$ cat src/rtl/wsfr_pkg.sv
`timescale 1ns / 1ps

package wsfr_pkg;

    localparam int LENGTH_BITS_DEF = 64;
    localparam int CMD_DEPTH       = 4;
    localparam int RES_DEPTH       = 4;

    localparam logic [15:0] LIMIT_RESET = 16'd1024;
    localparam logic [6:0]  LEN_EXT16   = 7'd126;
    localparam logic [6:0]  LEN_EXT64   = 7'd127;
    localparam logic [3:0]  OPC_PING    = 4'h9;
    localparam logic [7:0]  PONG_BYTE0  = 8'h8A;
    localparam logic [7:0]  PONG_BYTE1  = 8'h00;

    typedef enum logic [1:0] {
        KIND_PAYLOAD = 2'd0,
        KIND_DONE    = 2'd1,
        KIND_REPLY   = 2'd2
    } kind_t;

    // One classified input word: an optional payload byte and an optional frame end
    typedef struct packed {
        logic       has_data;
        logic [7:0] data;
        logic       done;
        logic       trunc;
        logic [3:0] opcode;
        logic       fin;
    } cmd_t;

    typedef struct packed {
        kind_t      kind;
        logic [7:0] data;
        logic [3:0] opcode;
        logic       fin;
        logic       trunc;
        logic       last;
    } res_t;

endpackage

$ cat src/rtl/wsfr_fifo.sv
`timescale 1ns / 1ps

module wsfr_fifo
#(
    parameter int WIDTH = 8,
    parameter int DEPTH = 4
)
(
    input  logic             clk,
    input  logic             rst_n,
    input  logic             wr_en,
    input  logic [WIDTH-1:0] wr_data,
    output logic             full,
    input  logic             rd_en,
    output logic [WIDTH-1:0] rd_data,
    output logic             empty
);

    localparam int PW = $clog2(DEPTH);
    localparam int CW = $clog2(DEPTH + 1);

    logic [WIDTH-1:0] mem_reg [DEPTH];
    logic [PW-1:0]    wr_ptr_reg, wr_ptr_next;
    logic [PW-1:0]    rd_ptr_reg, rd_ptr_next;
    logic [CW-1:0]    count_reg, count_next;
    logic             do_wr, do_rd;

    assign full    = (count_reg == CW'(DEPTH));
    assign empty   = (count_reg == '0);
    assign do_wr   = wr_en && !full;
    assign do_rd   = rd_en && !empty;
    assign rd_data = mem_reg[rd_ptr_reg];

    always_comb
    begin
        wr_ptr_next = wr_ptr_reg;
        rd_ptr_next = rd_ptr_reg;
        count_next  = count_reg;
        if (do_wr)
        begin
            wr_ptr_next = (wr_ptr_reg == PW'(DEPTH - 1)) ? '0 : wr_ptr_reg + 1'b1;
        end
        if (do_rd)
        begin
            rd_ptr_next = (rd_ptr_reg == PW'(DEPTH - 1)) ? '0 : rd_ptr_reg + 1'b1;
        end
        case ({do_wr, do_rd})
            2'b10:   count_next = count_reg + 1'b1;
            2'b01:   count_next = count_reg - 1'b1;
            default: count_next = count_reg;
        endcase
    end

    always_ff @(posedge clk)
    begin
        if (do_wr)
        begin
            mem_reg[wr_ptr_reg] <= wr_data;
        end
    end

    always_ff @(posedge clk or negedge rst_n)
    begin
        if (!rst_n)
        begin
            wr_ptr_reg <= '0;
            rd_ptr_reg <= '0;
            count_reg  <= '0;
        end
        else
        begin
            wr_ptr_reg <= wr_ptr_next;
            rd_ptr_reg <= rd_ptr_next;
            count_reg  <= count_next;
        end
    end

endmodule

$ cat src/rtl/wsfr_front.sv
`timescale 1ns / 1ps

module wsfr_front
    import wsfr_pkg::*;
#(
    parameter int LENGTH_BITS = LENGTH_BITS_DEF
)
(
    input  logic        clk,
    input  logic        rst_n,
    input  logic        in_valid,
    input  logic [7:0]  in_data,
    input  logic [15:0] limit,
    output logic        cmd_valid,
    output cmd_t        cmd
);

    typedef enum logic [4:0] {
        PH_HDR = 5'b00001,
        PH_LEN = 5'b00010,
        PH_EXT = 5'b00100,
        PH_KEY = 5'b01000,
        PH_PAY = 5'b10000
    } phase_t;

    phase_t                 phase_reg, phase_next;
    logic [3:0]             opcode_reg, opcode_next;
    logic                   fin_reg, fin_next;
    logic                   mask_reg, mask_next;
    logic [2:0]             cnt_reg, cnt_next;
    logic [LENGTH_BITS-1:0] len_reg, len_next;
    logic [31:0]            key_reg, key_next;
    logic [LENGTH_BITS-1:0] idx_reg, idx_next;

    logic [LENGTH_BITS-1:0] limit_ext;
    logic [LENGTH_BITS-1:0] idx_inc;
    logic [7:0]             key_byte;
    logic                   known;
    logic                   finish;

    assign limit_ext = LENGTH_BITS'(limit);
    assign idx_inc   = idx_reg + 1'b1;

    always_comb
    begin
        case (idx_reg[1:0])
            2'd0:    key_byte = key_reg[31:24];
            2'd1:    key_byte = key_reg[23:16];
            2'd2:    key_byte = key_reg[15:8];
            default: key_byte = key_reg[7:0];
        endcase
    end

    always_comb
    begin
        phase_next  = phase_reg;
        opcode_next = opcode_reg;
        fin_next    = fin_reg;
        mask_next   = mask_reg;
        cnt_next    = cnt_reg;
        len_next    = len_reg;
        key_next    = key_reg;
        idx_next    = idx_reg;
        known       = 1'b0;
        finish      = 1'b0;
        cmd.has_data = 1'b0;
        cmd.data     = '0;
        cmd.done     = 1'b0;
        cmd.trunc    = 1'b0;
        cmd.opcode   = opcode_reg;
        cmd.fin      = fin_reg;

        if (in_valid)
        begin
            case (phase_reg)
                PH_LEN:
                begin
                    mask_next = in_data[7];
                    key_next  = '0;
                    idx_next  = '0;
                    if (in_data[6:0] == LEN_EXT16)
                    begin
                        len_next   = '0;
                        cnt_next   = 3'd1;
                        phase_next = PH_EXT;
                    end
                    else if (in_data[6:0] == LEN_EXT64)
                    begin
                        len_next   = '0;
                        cnt_next   = 3'd7;
                        phase_next = PH_EXT;
                    end
                    else
                    begin
                        len_next = LENGTH_BITS'(in_data[6:0]);
                        known    = 1'b1;
                    end
                end
                PH_EXT:
                begin
                    // shift in big endian, upper bits fall off
                    len_next = {len_reg[LENGTH_BITS-9:0], in_data};
                    if (cnt_reg == '0)
                    begin
                        known = 1'b1;
                    end
                    else
                    begin
                        cnt_next = cnt_reg - 1'b1;
                    end
                end
                PH_KEY:
                begin
                    key_next = {key_reg[23:0], in_data};
                    if (cnt_reg == '0)
                    begin
                        phase_next = PH_PAY;
                        finish     = (len_reg == '0);
                    end
                    else
                    begin
                        cnt_next = cnt_reg - 1'b1;
                    end
                end
                PH_PAY:
                begin
                    if (idx_reg < limit_ext)
                    begin
                        cmd.has_data = 1'b1;
                        cmd.data     = in_data ^ key_byte;
                    end
                    idx_next = idx_inc;
                    if (idx_inc >= len_reg)
                    begin
                        finish    = 1'b1;
                        cmd.trunc = (len_reg > limit_ext);
                    end
                end
                default:
                begin
                    fin_next    = in_data[7];
                    opcode_next = in_data[3:0];
                    phase_next  = PH_LEN;
                end
            endcase

            if (known)
            begin
                if (mask_next)
                begin
                    cnt_next   = 3'd3;
                    phase_next = PH_KEY;
                end
                else
                begin
                    phase_next = PH_PAY;
                    finish     = (len_next == '0);
                end
            end

            if (finish)
            begin
                cmd.done   = 1'b1;
                phase_next = PH_HDR;
                idx_next   = '0;
            end
        end
    end

    assign cmd_valid = cmd.has_data || cmd.done;

    always_ff @(posedge clk or negedge rst_n)
    begin
        if (!rst_n)
        begin
            phase_reg  <= PH_HDR;
            opcode_reg <= '0;
            fin_reg    <= 1'b0;
            mask_reg   <= 1'b0;
            cnt_reg    <= '0;
            len_reg    <= '0;
            key_reg    <= '0;
            idx_reg    <= '0;
        end
        else
        begin
            phase_reg  <= phase_next;
            opcode_reg <= opcode_next;
            fin_reg    <= fin_next;
            mask_reg   <= mask_next;
            cnt_reg    <= cnt_next;
            len_reg    <= len_next;
            key_reg    <= key_next;
            idx_reg    <= idx_next;
        end
    end

endmodule

$ cat src/rtl/wsfr_back.sv
`timescale 1ns / 1ps

module wsfr_back
    import wsfr_pkg::*;
(
    input  logic clk,
    input  logic rst_n,
    input  cmd_t cmd,
    input  logic cmd_empty,
    output logic cmd_pop,
    input  logic res_full,
    output logic res_valid,
    output res_t res
);

    typedef enum logic [3:0] {
        ST_FIRST   = 4'b0001,
        ST_DONE    = 4'b0010,
        ST_PONG_HI = 4'b0100,
        ST_PONG_LO = 4'b1000
    } step_t;

    step_t step_reg, step_next;
    logic  go;
    logic  ping;

    assign go   = !cmd_empty && !res_full;
    assign ping = cmd.done && (cmd.opcode == OPC_PING);

    always_comb
    begin
        step_next  = step_reg;
        cmd_pop    = 1'b0;
        res.kind   = KIND_DONE;
        res.data   = '0;
        res.opcode = cmd.opcode;
        res.fin    = cmd.fin;
        res.trunc  = cmd.trunc;
        res.last   = 1'b0;

        case (step_reg)
            ST_FIRST:
            begin
                if (cmd.has_data)
                begin
                    res.kind  = KIND_PAYLOAD;
                    res.data  = cmd.data;
                    res.trunc = 1'b0;
                    res.last  = !cmd.done;
                    step_next = cmd.done ? ST_DONE : ST_FIRST;
                end
                else
                begin
                    res.last  = !ping;
                    step_next = ping ? ST_PONG_HI : ST_FIRST;
                end
            end
            ST_DONE:
            begin
                res.last  = !ping;
                step_next = ping ? ST_PONG_HI : ST_FIRST;
            end
            ST_PONG_HI:
            begin
                res.kind  = KIND_REPLY;
                res.data  = PONG_BYTE0;
                step_next = ST_PONG_LO;
            end
            ST_PONG_LO:
            begin
                res.kind  = KIND_REPLY;
                res.data  = PONG_BYTE1;
                res.last  = 1'b1;
                step_next = ST_FIRST;
            end
            default:
            begin
                step_next = ST_FIRST;
            end
        endcase

        // release the command with its last result
        cmd_pop = go && res.last;
        if (!go)
        begin
            step_next = step_reg;
        end
    end

    assign res_valid = go;

    always_ff @(posedge clk or negedge rst_n)
    begin
        if (!rst_n)
        begin
            step_reg <= ST_FIRST;
        end
        else
        begin
            step_reg <= step_next;
        end
    end

endmodule

$ cat src/rtl/websocket_frame_receiver_top.sv
`timescale 1ns / 1ps
// The first result word of an input word passes the command queue and then the result queue
// before it reaches the result ports, and may wait in either. Throughput: one received byte
// per cycle; full rises only while the command queue is full. Results leave at one per cycle
// while pop is high and empty is low; a ping frame's final byte expands into up to four results.
// Reset (rst_n, async, active low): parser returns to the first header byte, both queues
// empty, payload keep limit back to 1024.

module websocket_frame_receiver_top
    import wsfr_pkg::*;
#(
    parameter int LENGTH_BITS = LENGTH_BITS_DEF
)
(
    input  logic        clk,
    input  logic        rst_n,
    // received byte stream
    input  logic        push,
    output logic        full,
    input  logic [7:0]  rx_byte,
    // result stream
    output logic        empty,
    input  logic        pop,
    output logic [1:0]  kind,
    output logic [7:0]  data_byte,
    output logic [3:0]  frame_opcode,
    output logic        final_fragment,
    output logic        was_truncated,
    output logic        last_of_run,
    // configuration
    input  logic        psel,
    input  logic        penable,
    input  logic        pwrite,
    input  logic [1:0]  paddr,
    input  logic [31:0] pwdata,
    output logic [31:0] prdata,
    output logic        pready
);

    localparam logic [1:0] ADDR_KEEP_LIMIT = 2'd0;
    localparam int CMD_W = $bits(cmd_t);
    localparam int RES_W = $bits(res_t);

    logic [15:0]      limit_reg, limit_next;
    logic             accept;
    logic             cmd_valid;
    cmd_t             cmd_in;
    logic [CMD_W-1:0] cmd_rd_data;
    cmd_t             cmd_head;
    logic             cmd_empty;
    logic             cmd_pop;
    logic             res_full;
    logic             res_valid;
    res_t             res_in;
    logic [RES_W-1:0] res_rd_data;
    res_t             res_head;

    // Configuration: zero wait states, single keep-limit register
    assign pready = 1'b1;

    always_comb
    begin
        limit_next = limit_reg;
        if (psel && penable && pwrite && (paddr == ADDR_KEEP_LIMIT))
        begin
            limit_next = pwdata[15:0];
        end
    end

    assign prdata = (paddr == ADDR_KEEP_LIMIT) ? {16'b0, limit_reg} : '0;

    always_ff @(posedge clk or negedge rst_n)
    begin
        if (!rst_n)
        begin
            limit_reg <= LIMIT_RESET;
        end
        else
        begin
            limit_reg <= limit_next;
        end
    end

    // Front end: parse one word per cycle; hold input off while the command queue is full
    assign accept = push && !full;

    wsfr_front
    #(
        .LENGTH_BITS(LENGTH_BITS)
    )
    u_front
    (
        .clk       (clk),
        .rst_n     (rst_n),
        .in_valid  (accept),
        .in_data   (rx_byte),
        .limit     (limit_reg),
        .cmd_valid (cmd_valid),
        .cmd       (cmd_in)
    );

    // Command queue decouples parsing from result expansion
    wsfr_fifo
    #(
        .WIDTH(CMD_W),
        .DEPTH(CMD_DEPTH)
    )
    u_cmd_q
    (
        .clk     (clk),
        .rst_n   (rst_n),
        .wr_en   (cmd_valid),
        .wr_data (cmd_in),
        .full    (full),
        .rd_en   (cmd_pop),
        .rd_data (cmd_rd_data),
        .empty   (cmd_empty)
    );

    assign cmd_head = cmd_t'(cmd_rd_data);

    // Back end: expand each command into payload, frame-done and pong words
    wsfr_back u_back
    (
        .clk       (clk),
        .rst_n     (rst_n),
        .cmd       (cmd_head),
        .cmd_empty (cmd_empty),
        .cmd_pop   (cmd_pop),
        .res_full  (res_full),
        .res_valid (res_valid),
        .res       (res_in)
    );

    // Result queue: a stalled consumer fills it, which halts the back end and can block the parser
    wsfr_fifo
    #(
        .WIDTH(RES_W),
        .DEPTH(RES_DEPTH)
    )
    u_res_q
    (
        .clk     (clk),
        .rst_n   (rst_n),
        .wr_en   (res_valid),
        .wr_data (res_in),
        .full    (res_full),
        .rd_en   (pop),
        .rd_data (res_rd_data),
        .empty   (empty)
    );

    assign res_head       = res_t'(res_rd_data);
    assign kind           = res_head.kind;
    assign data_byte      = res_head.data;
    assign frame_opcode   = res_head.opcode;
    assign final_fragment = res_head.fin;
    assign was_truncated  = res_head.trunc;
    assign last_of_run    = res_head.last;

endmodule
$ cat config.mk
export PLATFORM = sky130hd
export DESIGN_NAME = websocket_frame_receiver_top
export DESIGN_NICKNAME = d
export VERILOG_FILES = /design/src/rtl/wsfr_pkg.sv /design/src/rtl/wsfr_fifo.sv /design/src/rtl/wsfr_front.sv /design/src/rtl/wsfr_back.sv /design/src/rtl/websocket_frame_receiver_top.sv
export SDC_FILE = /design/constraint.sdc
export NUM_CORES = 1
export LEC_CHECK = 0
export ABC_AREA = 1
export BUFFER_PORTS_ARGS = -buffer_cell sky130_fd_sc_hd__buf_2
export CORE_MARGIN = 4
export CORE_UTILIZATION = 40
export CTS_CLUSTER_DIAMETER = 30
export DETAILED_ROUTE_END_ITERATION = 6
export REMOVE_ABC_BUFFERS = 1
export SETUP_SLACK_MARGIN = 0.1
export SKIP_CTS_REPAIR_TIMING = 1
export SLEW_MARGIN = 20
export SYNTH_ARGS = -nofsm -noshare
export SYNTH_HDL_FRONTEND = slang
export SYNTH_SLANG_ARGS = --single-unit
$ cat constraint.sdc
create_clock -name clk -period 6.85 [get_ports clk]
set_input_delay 0.3425 -clock clk [delete_from_list [all_inputs] [get_ports clk]]
set_output_delay 0.3425 -clock clk [all_outputs]
set_load 0.01 [all_outputs]
==> results.cfg <==
[detailed_routing]
vias_per_cell = 5.305
route.vias.total = 17450
dr.first_iter.drc_count = 1279
dr.pass1.iters = 6
wl_um = 56580
drtAntennaViolNets = 0
post-route-drc-count = 0
drt-wirelength-per-cell_um = 17.20

[clocking]
ctsHtreeMaxLevel = 3
clock_tree_from_tritoncts = built
cts.root.buffer_cell = sky130_fd_sc_hd__clkbuf_16
cts_buffer_depth = 3
clock_sink_count = 340
tritoncts_buffers = 82
clkSlewWorstSetupHoldPaths_ns = 0.05
clk_latency_ns = 0.60

[sta]
achievable_clock_frequency_mhz = 187.1
final_hold_viol_count = 3
fin_crit_sh_pct = 78.03
slew-limit-headroom_pct = 31.96
finalSetupTns_ns = 0
worst_slew_pin_slew_ns = 1.018
grt_setup_unrepaired = false
report.final.slew_viol_count = 0
timing.hold.ws_ns = -0.002008
clock_period_minus_final_worst_setup_slack_ns = 5.345
final_setup_violations = 0
final.setup_skew_ns = 0.02044

[synthesis]
synth_top_area_cell = sky130_fd_sc_hd__dfrtp_1
postSynthRegisterBits = 340
synth-edff-count = 132
synth.top_cells.by_area = sky130_fd_sc_hd__dfrtp_1, sky130_fd_sc_hd__edfxtp_1, sky130_fd_sc_hd__nand2_1
netlist_area_mm2 = 0.02012
yosysWarnings = 0
postSynthCellCount = 2488
synthDistinctLibCells = 50
synth.yosys.seq_area_share_pct = 45.60
syn_avg_cell_area_um2 = 8.086
synth-main-ff-cell = sky130_fd_sc_hd__dfrtp_1
yosysTopAreaCellShare_pct = 25.50
postSynth.asyncResetShare_pct = 61.18

[floorplanning]
design.die.area_mm2 = 0.05394
placeableCoreArea_mm2 = 0.04936
pin_count = 101
floorplan.rows = 81
fp.dieW_um = 232.3
floorplan.initialDensity_pct = 40.76
dieHeight_um = 232.3

[critical_path]
crit_top_cell = sky130_fd_sc_hd__nand2_1
crit_path_class = reg2reg
max_stage_delay_ns = 0.58
worst-endpoint-arrival_ns = 5.82
critPathRequiredTime_ns = 7.33
regToRegSetupSlack_ns = 1.51
critical_path_peak_fanout = 9
r2r_cells = 29
crit_path_start_kind = register
endpoint_kind = register
cpMaxStageDelayCell = sky130_fd_sc_hd__dfrtp_1

[place]
routabilityCongestion = 0.9328
io_buffer_count = 67
hpwl_um = 38050
post_dp_cell_area_mm2 = 0.02092

[final_layout]
largest_register_ff_count = 68
nNetsFinal = 2724
most-common-layout-cells = sky130_fd_sc_hd__nand2_1, sky130_fd_sc_hd__inv_1, sky130_fd_sc_hd__nor2_1, sky130_fd_sc_hd__dfrtp_1, sky130_fd_sc_hd__o21ai_0
layout.cells.most_common = sky130_fd_sc_hd__nand2_1
design_area_mm2 = 0.02384
layout-area-overhead-vs-synth_pct = 18.53
drive_gt1_share_pct = 9.943
antenna_diodes = 0
layout.core_utilization_pct = 48.31

[power_and_ir_drop]
cellPowerDensity_mw_per_mm2 = 452.8
vdd.ir_drop.worst_v = 0.0002467
total_chip_power_mw = 10.80
cellLeakagePower_nw = 11.06

[global_routing]
grt_overflow_total = 0
groute.usage.overall_pct = 20.93
via_count_of_the_first_global_routing_pass = 17280
antenna_found_initial = 0
grt_start_max_net_pins = 152
global_route_wire_length_before_repair_um = 90920

[run]
maxCapViolations = 0

[hold_path]
hold_path_depth = 3
hold_path.class = in2reg

[outcome]
violations = hold timing
status = finished, violations left
## cells by family (layout without fill, tap and decap cells)
logic type | after synthesis | after routing | synth area share (%)
compound gates | 400 | 400 | 10.95
xor+xnor | 66 | 66 | 2.873
fa+ha+maj | 116 | 116 | 7.289
buf+inv | 469 | 591 | 9.591
flops | 340 | 340 | 45.60
other cells | 2 | 17 | 0.03733
simple gates | 1095 | 1095 | 23.66
## cells in the mapped netlist, drive strengths merged, types with 3 or more instances
cell    number
a21oi       98
nand3b       3
or2          6
dfstp        3
clkbuf      79
a221oi       4
o21ai      199
o221ai       9
nor2       322
o22ai       66
nand4      115
inv        346
nand2      446
nor4        21
o21a         4
nor3        47
xnor2        5
dfrtp      205
xor2        61
buf         44
ha         114
edfxtp     132
nand3      133
## area by class of cell
class | instances | area [um^2]
Fill cell | 4770 | 25510
Sequential cell | 340 | 9173
Multi-Input combinational cell | 1694 | 9085
Clock buffer | 100 | 2251
Inverter | 346 | 1301
Tap cell | 664 | 830.8
Clock inverter | 50 | 623.1
Timing Repair Buffer | 95 | 580.6
## layer usage
metal	global-route usage [%]	vias up	share of wire, %
met5	0	-	0
met4	7.398	0	2.9
met3	3.754	117	5.3
met2	33.97	455	47
met1	28.22	8413	45
li1	-	8463	-
## metrics by stage
step | worst slack, ns | std cells
global route | 1.046 | 3289
global placement | 1.637 | 3134
CTS | 1.524 | 3284
detailed placement | 1.546 | 3134
floorplan | 1.719 | 2380
finish | 1.505 | 3289
## worst paths after layout
path | startpoint | endpoint
min reg2reg | u_cmd_q.count_reg[0]$_DFFE_PN0P_ | u_cmd_q.count_reg[0]$_DFFE_PN0P_
max | u_front.idx_reg[0]$_DFFE_PN0P_ | u_cmd_q.count_reg[2]$_DFFE_PN0P_
min | pwdata[4] | limit_reg[4]$_DFFE_PN0P_
max in group asynchronous | rst_n | u_front.len_reg[55]$_DFFE_PN0P_
max reg2reg | u_front.idx_reg[0]$_DFFE_PN0P_ | u_cmd_q.count_reg[2]$_DFFE_PN0P_
min in group asynchronous | rst_n | u_cmd_q.count_reg[2]$_DFFE_PN0P_
## worst max-delay path, delay by kind of cell (launching register included)
| family | cells | cell delay [ns] |
|---|---|---|
| adders and majority gates | 4 | 1.12 |
| buffers and inverters | 5 | 0.51 |
| xor gates and xnor gates | 2 | 0.41 |
| AOI/OAI and AO/OA | 3 | 0.43 |
| and+or+nand+nor | 15 | 2.18 |
| DFF | 1 | 0.58 |
## power by group
part	leakage [nW]	internal, mW	switching (mW)
logic	5.69	1.10	2.56
clock network	1.40	2.72	1.26
registers	3.98	2.81	0.340
No activity file was read; power rests on OpenSTA's default activity.
